--- config.mk ---
export PLATFORM = sky130hd
export DESIGN_NAME = il2p_type1_header_decoder
export DESIGN_NICKNAME = d
export VERILOG_FILES = /design/src/rtl/il2p_hdr_pkg.sv /design/src/rtl/il2p_hdr_collect.sv /design/src/rtl/il2p_hdr_decode.sv /design/src/rtl/il2p_type1_header_decoder.sv
export SDC_FILE = /design/constraint.sdc
export NUM_CORES = 1
export LEC_CHECK = 0
export BUFFER_PORTS_ARGS = -buffer_cell sky130_fd_sc_hd__buf_2
export CAP_MARGIN = 20
export CELL_PAD_IN_SITES_DETAIL_PLACEMENT = 1
export CELL_PAD_IN_SITES_GLOBAL_PLACEMENT = 1
export CORE_MARGIN = 4
export CORE_UTILIZATION = 53
export DETAILED_ROUTE_END_ITERATION = 16
export GPL_TIMING_DRIVEN = 0
export HOLD_SLACK_MARGIN = 0.03
export PLACE_DENSITY = 0.88
export REMOVE_ABC_BUFFERS = 1
export SYNTH_ARGS = -nofsm -noshare
export SYNTH_HDL_FRONTEND = slang
export SYNTH_SLANG_ARGS = --single-unit
--- constraint.sdc ---
create_clock -name clk -period 10.3 [get_ports clk]
set_input_delay 1.03 -clock clk [delete_from_list [all_inputs] [get_ports clk]]
set_output_delay 1.03 -clock clk [all_outputs]
set_load 0.02 [all_outputs]
--- src/rtl/il2p_hdr_pkg.sv ---
`default_nettype none

package il2p_hdr_pkg;

	localparam int HEADER_BYTES = 13;
	localparam int CALL_CHARS   = 6;
	localparam int POS_W        = $clog2(HEADER_BYTES);
	localparam int TDATA_W      = 144;

	localparam logic [1:0] STATUS_OK       = 2'd0;
	localparam logic [1:0] STATUS_TYPE0    = 2'd1;
	localparam logic [1:0] STATUS_BAD_DEST = 2'd2;
	localparam logic [1:0] STATUS_BAD_SRC  = 2'd3;

	localparam logic [3:0] KIND_U_BASE = 4'd4;
	localparam logic [3:0] KIND_UI     = 4'd9;
	localparam logic [3:0] KIND_I      = 4'd12;

	localparam logic [3:0] PID_S_FRAME = 4'd0;
	localparam logic [3:0] PID_U_FRAME = 4'd1;

	localparam logic [7:0] AX_PID_NONE = 8'hf0;

	typedef logic [HEADER_BYTES-1:0][7:0] hdr_bytes_t;
	typedef logic [CALL_CHARS-1:0][5:0] sixbit_call_t;

	typedef struct packed {
		logic        ok;
		logic [47:0] call;
	} call_dec_t;

	typedef struct packed {
		logic [1:0]  status;
		logic [47:0] dest_call;
		logic [3:0]  dest_ssid;
		logic [47:0] src_call;
		logic [3:0]  source_ssid;
		logic [3:0]  frame_kind;
		logic        command_flag;
		logic        poll_final;
		logic [5:0]  sequence_pair;
		logic [7:0]  ax_pid;
		logic [9:0]  payload_count;
		logic        fec_level;
	} hdr_result_t;

	function automatic logic [7:0] pid_map(input logic [3:0] pid);
		logic [7:0] r;
		unique case (pid)
			4'h2:    r = 8'h20;
			4'h3:    r = 8'h01;
			4'h4:    r = 8'h06;
			4'h5:    r = 8'h07;
			4'h6:    r = 8'h08;
			4'hb:    r = 8'hcc;
			4'hc:    r = 8'hcd;
			4'hd:    r = 8'hce;
			4'he:    r = 8'hcf;
			default: r = AX_PID_NONE;
		endcase
		return r;
	endfunction

	// digits and upper-case letters in sixbit form
	function automatic logic char_ok(input logic [5:0] sx);
		return (sx >= 6'h10 && sx <= 6'h19) || (sx >= 6'h21 && sx <= 6'h3a);
	endfunction

	function automatic call_dec_t call_decode(input sixbit_call_t sx);
		call_dec_t  r;
		logic       keep;
		logic [6:0] ch;
		r.ok   = 1'b1;
		r.call = '0;
		keep   = 1'b0;
		for (int k = CALL_CHARS - 1; k >= 0; k--) begin
			keep = keep | (sx[k] != 6'd0);
			ch   = {1'b0, sx[k]} + 7'h20;
			if (keep) begin
				r.call[8*(CALL_CHARS-1-k) +: 8] = {1'b0, ch};
				if (!char_ok(sx[k])) begin
					r.ok = 1'b0;
				end
			end
		end
		return r;
	endfunction

endpackage

`default_nettype wire

--- src/rtl/il2p_hdr_collect.sv ---
`default_nettype none

module il2p_hdr_collect import il2p_hdr_pkg::*; (
	input  wire logic       clk,
	input  wire logic       arst_n,
	input  wire logic       take,
	input  wire logic [7:0] byte_in,
	input  wire logic       drain,
	output hdr_bytes_t      hdr_s1,
	output logic            valid_s1
);

	localparam logic [POS_W-1:0] LAST_POS = POS_W'(HEADER_BYTES - 1);

	logic [POS_W-1:0]             pos_q;
	logic [HEADER_BYTES-2:0][7:0] line_q;
	logic                         done;

	assign done = take && (pos_q == LAST_POS);

	always_ff @(posedge clk or negedge arst_n) begin
		if (!arst_n) begin
			pos_q    <= '0;
			valid_s1 <= 1'b0;
		end else begin
			if (take) begin
				pos_q <= done ? '0 : pos_q + POS_W'(1);
			end
			if (done) begin
				valid_s1 <= 1'b1;
			end else if (drain) begin
				valid_s1 <= 1'b0;
			end
		end
	end

	// byte i of the header ends up in entry i
	always_ff @(posedge clk) begin
		if (take && !done) begin
			line_q <= {byte_in, line_q[HEADER_BYTES-2:1]};
		end
		if (done) begin
			hdr_s1 <= {byte_in, line_q};
		end
	end

endmodule

`default_nettype wire

--- src/rtl/il2p_hdr_decode.sv ---
`default_nettype none

module il2p_hdr_decode import il2p_hdr_pkg::*; (
	input  wire hdr_bytes_t hdr,
	output hdr_result_t     res
);

	sixbit_call_t dest_sx;
	sixbit_call_t src_sx;
	call_dec_t    dest_dec;
	call_dec_t    src_dec;
	logic [9:0]   count;
	logic [3:0]   pid;
	logic [6:0]   ctl;
	logic         is_type1;

	always_comb begin
		for (int k = 0; k < CALL_CHARS; k++) begin
			dest_sx[k] = hdr[k][5:0];
			src_sx[k]  = hdr[CALL_CHARS+k][5:0];
		end
		for (int k = 0; k < 10; k++) begin
			count[9-k] = hdr[2+k][7];
		end
		for (int k = 0; k < 4; k++) begin
			pid[3-k] = hdr[1+k][6];
		end
		for (int k = 0; k < 7; k++) begin
			ctl[6-k] = hdr[5+k][6];
		end
	end

	assign is_type1 = hdr[1][7];
	assign dest_dec = call_decode(dest_sx);
	assign src_dec  = call_decode(src_sx);

	always_comb begin
		res               = '0;
		res.payload_count = count;
		res.fec_level     = hdr[0][7];
		priority if (!is_type1) begin
			res.status = STATUS_TYPE0;
		end else if (!dest_dec.ok) begin
			res.status = STATUS_BAD_DEST;
		end else if (!src_dec.ok) begin
			res.status = STATUS_BAD_SRC;
		end else begin
			res.status       = STATUS_OK;
			res.dest_call    = dest_dec.call;
			res.dest_ssid    = hdr[12][7:4];
			res.src_call     = src_dec.call;
			res.source_ssid  = hdr[12][3:0];
			res.poll_final   = ctl[6];
			res.command_flag = ctl[2];
			priority if (pid == PID_S_FRAME) begin
				res.frame_kind    = {2'b00, ctl[1:0]};
				res.sequence_pair = {ctl[5:3], 3'b000};
			end else if (pid == PID_U_FRAME) begin
				res.frame_kind = KIND_U_BASE + {1'b0, ctl[5:3]};
				if (res.frame_kind == KIND_UI) begin
					res.ax_pid = AX_PID_NONE;
				end
			end else if (hdr[0][6]) begin
				res.frame_kind = KIND_UI;
				res.ax_pid     = pid_map(pid);
			end else begin
				res.frame_kind    = KIND_I;
				res.command_flag  = 1'b1;
				res.sequence_pair = {ctl[5:3], ctl[2:0]};
				res.ax_pid        = pid_map(pid);
			end
		end
	end

endmodule

`default_nettype wire

--- src/rtl/il2p_type1_header_decoder.sv ---
// IL2P type 1 header decoder. Header bytes enter one per transaction on the
// slave side, positions 0 to 12 in order; every 13th byte completes a header
// and one decoded result transaction follows on the master side. A byte is
// taken every cycle unless backpressure stalls the input: the completed
// header sits in one register, is decoded by a single level of logic and
// lands in the output register; backpressure only stalls the input when
// both registers are full. Status 1 flags a type 0 header, 2 and 3 a bad
// destination or source character; in those cases only payload_count and
// fec_level carry data.
`default_nettype none

module il2p_type1_header_decoder import il2p_hdr_pkg::*; (
	input  wire logic               clk,
	input  wire logic               arst_n,
	input  wire logic               s_tvalid,
	output logic                    s_tready,
	input  wire logic [7:0]         s_tdata,  // header_byte[7:0]
	output logic                    m_tvalid,
	input  wire logic               m_tready,
	// status[1:0], dest_call[49:2], dest_ssid[53:50], src_call[101:54],
	// source_ssid[105:102], frame_kind[109:106], command_flag[110],
	// poll_final[111], sequence_pair[117:112], ax_pid[125:118],
	// payload_count[135:126], fec_level[136], zero[143:137]
	output logic [TDATA_W-1:0]      m_tdata
);

	hdr_bytes_t  hdr_s1;
	logic        valid_s1;
	hdr_result_t res;
	logic        out_free;
	logic        drain;

	assign out_free = !m_tvalid || m_tready;
	assign drain    = valid_s1 && out_free;
	assign s_tready = !valid_s1 || out_free;

	il2p_hdr_collect u_collect (
		.clk      (clk),
		.arst_n   (arst_n),
		.take     (s_tvalid && s_tready),
		.byte_in  (s_tdata),
		.drain    (drain),
		.hdr_s1   (hdr_s1),
		.valid_s1 (valid_s1)
	);

	il2p_hdr_decode u_decode (
		.hdr (hdr_s1),
		.res (res)
	);

	always_ff @(posedge clk or negedge arst_n) begin
		if (!arst_n) begin
			m_tvalid <= 1'b0;
		end else if (out_free) begin
			m_tvalid <= valid_s1;
		end
	end

	always_ff @(posedge clk) begin
		if (drain) begin
			m_tdata <= {7'd0, res.fec_level, res.payload_count, res.ax_pid,
				res.sequence_pair, res.poll_final, res.command_flag, res.frame_kind,
				res.source_ssid, res.src_call, res.dest_ssid, res.dest_call, res.status};
		end
	end

endmodule

`default_nettype wire

* Yosys cells after proc, flatten, opt, wreduce, memory -nomap -nowiden
Memory sizes are Yosys's and may differ from the RTL's. A register that Yosys moved wholly into a read port is not among the register bits.
Cells that the tools add are included.
** Storage, ports and cells
- Bits in read-only memories :: 256
- Output and inout port bits :: 146
- Memories kept :: 2
- Logic and storage cells :: 242
- Flip-flop bits (word level) :: 343
** Cells by class
- Reductions and logical operators :: 74
- Equal/unequal tests :: 3
- Mux-type cells :: 43
- Add/sub/neg operators :: 14
- Bitwise operators :: 13
- Order comparisons :: 48
** Memories
- (no name shown) :: words 16, bits a word 8, rd ports 1, clocked after memory_dff 1, write ports 0, line il2p_hdr_pkg.sv:49 : unique case (pid)
- (no name shown) :: words 16, bits a word 8, rd ports 1, clocked after memory_dff 1, write ports 0, line il2p_hdr_pkg.sv:49
** Operators with widths (count)
- 6-bit by 6-bit adder with 7-bit output (second input constant) :: 12
- 6-bit by 5-bit greater-or-equal comparator with 1-bit output (second input constant) :: 12
- 6-bit greater-or-equal comparator (second input constant) :: 12
- 6-bit by 5-bit less-or-equal comparator with 1-bit output (second input constant) :: 12
- 6-bit less-or-equal comparator (second input constant) :: 12
- 6-bit nonzero test :: 12
- 4-bit AND reduction :: 12
- 1-bit logical AND :: 28
- 1-bit 2-to-1 mux :: 27
- 8-bit 2-to-1 mux :: 3
- 6-bit 2-to-1 mux :: 3
- 9-bit 2-to-1 mux :: 2
- 4-bit 2-to-1 mux :: 4
- 1-bit logical OR :: 14
- 1-bit OR :: 10
- 4-bit == test (second input constant) :: 2
- 2-bit 2-to-1 mux :: 3
- 6-bit OR reduction :: 1
- 3-bit by 3-bit adder with 4-bit output (first input constant) :: 1
- 4-bit by 1-bit adder with 4-bit output (second input constant) :: 1
- 4-bit by 1-bit == test with 1-bit output (second input constant) :: 1
- 4-bit logical NOT :: 1
- 4-bit OR reduction :: 1
- 1-bit logical NOT :: 3
- 4 further kinds :: 6

* Depth between registers and ports, before layout
- Depth in word-level cells :: 17
- Gate-level depth with buffers :: 9

* Cells and area by module
From an unflattened synthesis, not the netlist that was laid out.
** Second synthesis, totals
- Cells, all modules :: 809
- Area, all modules :: 13324.0 um2
** Modules (own cells, without submodules)
- il2p_hdr_collect :: sequential area each 6130.9 um2, cells an instance 226, instances 1, area each 6269.8 um2
- il2p_type1_header_decoder :: sequential area each 4139.0 um2, cells an instance 152, instances 1, area each 4239.1 um2
- il2p_hdr_decode :: sequential area each 0.0 um2, cells an instance 431, instances 1, area each 2815.2 um2

* Least setup slack after synthesis
OpenSTA, ideal clock, no wires.
- Kind :: in2reg
- Start :: input m_tready
- End :: register u_collect.pos_q[0]
- Path slack :: 3.215 ns
- Required time :: 10.197 ns
- Stages :: 4
- Setup time :: 0.103 ns
- Buffers on the path :: 0
- Arrival time :: 6.982 ns
- Cell sequence :: nand3b_1 nand2_1 a31oi_1 mux2_2
** Between the ends
- Cells in the longest elaborated chain, start to end :: 5
** Ends and longest elaborated chain
- start: declaration :: line il2p_type1_header_decoder.sv:19 : input wire logic m_tready,
- 1-bit logical OR (*) :: line il2p_type1_header_decoder.sv:33 : assign out_free = !m_tvalid || m_tready;
- 1-bit logical OR (*) :: line il2p_type1_header_decoder.sv:35 : assign s_tready = !valid_s1 || out_free;
- 1-bit logical AND (*) :: line il2p_type1_header_decoder.sv:40 : .take (s_tvalid && s_tready),
- 1-bit logical AND :: line il2p_hdr_collect.sv:19 : assign done = take && (pos_q == LAST_POS);
- 4-bit 2-to-1 mux :: line il2p_hdr_collect.sv:27 : pos_q <= done ? '0 : pos_q + POS_W'(1);
- end signal: assignment :: line il2p_hdr_collect.sv:27
- end: declaration :: line il2p_hdr_collect.sv:15 : logic [POS_W-1:0] pos_q;
Every way passes the cells marked *; elsewhere a longest branch is shown, timed or not.
A chain may end at the register's enable or synchronous reset.

* Final worst setup path
- Start :: register u_collect.hdr_s1[91] (netlist bit)
- End :: register m_tdata[39], data pin
** Between the ends
- Cells in the longest elaborated chain, start to end :: 16
** Ends and longest elaborated chain
- start: declaration :: line il2p_hdr_collect.sv:9 : output hdr_bytes_t hdr_s1,
- start signal: assignment :: line il2p_hdr_collect.sv:43 : hdr_s1 <= {byte_in, line_q};
- 6-bit by 5-bit greater-or-equal comparator with 1-bit output (tied with other cells) :: line il2p_hdr_pkg.sv:66 : return (sx >= 6'h10 && sx <= 6'h19) || (sx >= 6'h21 && sx <= 6'h3a);
- 1-bit logical AND :: line il2p_hdr_pkg.sv:66
- 1-bit logical OR :: line il2p_hdr_pkg.sv:66
- 1-bit 2-to-1 mux :: line il2p_hdr_pkg.sv:81 : if (!char_ok(sx[k])) begin
- 1-bit 2-to-1 mux :: line il2p_hdr_pkg.sv:79 : if (keep) begin
- 1-bit 2-to-1 mux :: line il2p_hdr_pkg.sv:81
- 1-bit 2-to-1 mux :: line il2p_hdr_pkg.sv:79
- 1-bit 2-to-1 mux :: line il2p_hdr_pkg.sv:81
- 1-bit 2-to-1 mux :: line il2p_hdr_pkg.sv:79
- 1-bit 2-to-1 mux :: line il2p_hdr_pkg.sv:81
- 1-bit 2-to-1 mux :: line il2p_hdr_pkg.sv:79
- 1-bit 2-to-1 mux :: line il2p_hdr_pkg.sv:81
- 1-bit 2-to-1 mux :: line il2p_hdr_pkg.sv:79
- 1-bit 2-to-1 mux :: line il2p_hdr_pkg.sv:81
- 9-bit 2-to-1 mux (*) :: line il2p_hdr_pkg.sv:79
- 4-bit AND reduction (no source line) (*)
- end signal: assignment :: line il2p_type1_header_decoder.sv:62 : m_tdata <= {7'd0, res.fec_level, res.payload_count, res.ax_pid,
- end: declaration :: line il2p_type1_header_decoder.sv:24 : output logic [TDATA_W-1:0] m_tdata
Marks and branches as above.

==> impl_metrics.ini <==
[status]
status = finished clean

[clocking]
clk_pin_slew_ns = 0.07
clockRootBuffer = clkbuf_16
clk_latency_ns = 0.50
postCtsResizedCells = 0
cts_tree = yes
clockBufferDepth = 3
cts_post_setup_buffers_inserted = 0
cts_buffers = 35
cts_hold_buf = 0
htree_num_levels = 2
clock_sinks = 337

[synthesis]
syn-instance-count = 692
ys.warnings.count = 0
ys_seq_elements = 337
postSynth.asyncResetShare_pct = 1.78
syn_avg_cell_area_um2 = 18.4
synth_cell_types = 62
ys_seq_area_share_pct = 78.7
synthFlopType = edfxtp_1
synth_edf_count = 324
synth_area_um2 = 12700

[floorplan]
die_x_um = 163
rows = 56
io-pin-count = 158
die_y_um = 163
initial_utilization_pct = 54.1
dieArea_um2 = 26600
coreArea_um2 = 23500

[timing]
slew_headroom_pct = 32.7
rsz0062_at_grt = no
finalSetupViolations = 0
finalClockSkew_ns = 0.0171
drv_slew = 0
worst_pin_slew_ns = 1.01
fmax_mhz = 282
hold_violations = 0
finalCritPeriodShare_pct = 34.5
period_needed_ns = 3.55

[global_route]
grt_max_degree = 78
grt_pass1_vias = 7032
grt-ovfl-total = 0
grt_first_pass_wirelength_um = 40200
grt_use_total_pct = 19.5
grt_antenna_before_repair = 0

[setup_path]
worstSetupStartpointType = flip-flop
critPathCaptureType = flip-flop
required_ns = 10.57
r2r-end = m_tdata[39]$_SDFFCE_PN0P_
path_delay_family = compound AO/OA/AOI/OAI gates
r2r_start = u_collect.hdr_s1[91]$_DFFE_PP_
slowest_delay_ns = 0.57
path_buf_inv = 1
path_cells = or3_1, nor4_4, a2bb2oi_1, o31ai_1, o2111ai_4, buf_12, a2111oi_2
crit_arrival_ns = 3.82
cp_slowest_cell = o2111ai_4
reg2reg_slack_ns = 6.75
crit_fanout = 26
worst-r2r-cell-count = 7
critPathKind = reg -> reg

[detailed_routing]
via_per_inst = 5.51
wire_per_inst_um = 21.7
vias = 6565
dr.pass1.iters = 4
drcViolationCount = 0
drtIter0Drc = 359
postRouteWirelength_um = 25900
antenna_left = 0

[cells_and_area]
num_antenna_cells = 0
multi_input_area_um2 = 2480
area_delta_synth_final_pct = 17.8
final_cell_mix = 324 x edfxtp_1, 138 x buf_2, 70 x nor3b_2
seqCellArea_um2 = 10000
drive_gt1_share_pct = 32.3
fin_util_pct = 63.7
final_common_cell = edfxtp_1
layout.filler_cells = 2062
nets = 867

[min_path]
hp-class = in -> async

[power_and_ir_drop]
power_uw = 2950
p_leak_uw = 0.00533
vdd_drop_max_v = 0.000133
pwr_density_cell_nw_per_um2 = 197

[placement]
portBuffers = 138
globalplace.congestion = 0.745
hpwl_um = 17500

[job]
drv_cap = 0
## sequential cells by signal, summed over array words and instances, names as in the netlist, named ones only
register and cells:
u_collect.line_q 96, u_collect.pos_q 4, m_tvalid 1, u_collect.hdr_s1 104, u_collect.valid_s1 1, m_tdata 124
## stage by stage
step                      area (um^2)  TNS [ns]  hold WS (ns)  std cells  setup WS [ns]
after global placement          13600    -54.65         0.401       1120          -1.01
after global routing            15000         0         0.323       1192           6.48
final                           15000         0         0.343       1192           6.75
after detailed placement        13900         0         0.406       1131           6.80
after CTS                       15000         0         0.322       1192           6.74
after floorplan                 12500         0         0.400        663           1.89
## synth_stat cells (7+ instances only)
cell type    n  area share, %
or4_1        7           0.41
o21ai_0     13           0.51
inv_1       14           0.41
edfxtp_1   324             76
a21oi_1     20           0.79
dfxtp_1      7            1.1
buf_2       11           0.43
nor3b_1      9           0.53
buf_4       27            1.6
nor2_1      13           0.38
nand2_1     25           0.74
nor3_1      28            1.1
mux2i_1      9           0.71
nor3b_2     70            6.9
nor4_1      12           0.59
## layer usage
layer	wire, um	up-vias	track usage [%]
met4	410	0	4.42
li1	-	3006	-
met3	1550	33	4.30
met1	10200	3324	24.3
met5	0	-	0
met2	13800	202	35.2
## cell families (layout without fill, tap and decap cells)
logic type,count (synthesis),count (layout),synth area share (%)
buf+inv,61,224,2.70
mux,10,10,0.796
other cells,1,19,0.0294
simple gates,195,195,12.6
flops,337,337,78.7
compound gates,82,82,4.59
fa+ha+maj,6,6,0.590
## how the worst max path moves through the flow
stage | slack [ns] | from | end | depth (start not counted)
after floorplan | 1.89 | u_collect.hdr_s1[82]$_DFFE_PP_ | m_tdata[107]$_SDFFCE_PN0P_ | 6
after global placement | -1.01 | u_collect.hdr_s1[90]$_DFFE_PP_ | m_tdata[70]$_SDFFCE_PN0P_ | 6
after detailed placement | 6.80 | u_collect.hdr_s1[91]$_DFFE_PP_ | m_tdata[83]$_SDFFCE_PN0P_ | 7
after CTS | 6.74 | u_collect.hdr_s1[91]$_DFFE_PP_ | m_tdata[39]$_SDFFCE_PN0P_ | 7
after global routing | 6.48 | u_collect.hdr_s1[91]$_DFFE_PP_ | m_tdata[39]$_SDFFCE_PN0P_ | 7
final | 6.75 | u_collect.hdr_s1[91]$_DFFE_PP_ | m_tdata[39]$_SDFFCE_PN0P_ | 7
## area by class of cell
class | count | area share, %
clock buffers | 41 | 6.27
flip-flops and latches | 337 | 66.8
multi-input cells | 312 | 16.5
clock inverters | 20 | 0.984
well taps | 319 | 2.66
repair buffers | 149 | 6.37
inverters | 14 | 0.367
## worst reg2reg max path: stages (launching register included)
cell       delay [ns]
edfxtp_1         0.43
or3_1            0.49
nor4_4           0.42
a2bb2oi_1        0.18
o31ai_1          0.50
o2111ai_4        0.57
buf_12           0.39
a2111oi_2        0.36
## power breakdown
group	internal (uW)	total (uW)	switching (uW)
Sequential	1600	1640	47.1
Combinational	35.5	117	82.0
Clock	702	1190	488
Total	2330	2950	617
Power figures use the tool's default switching activity.
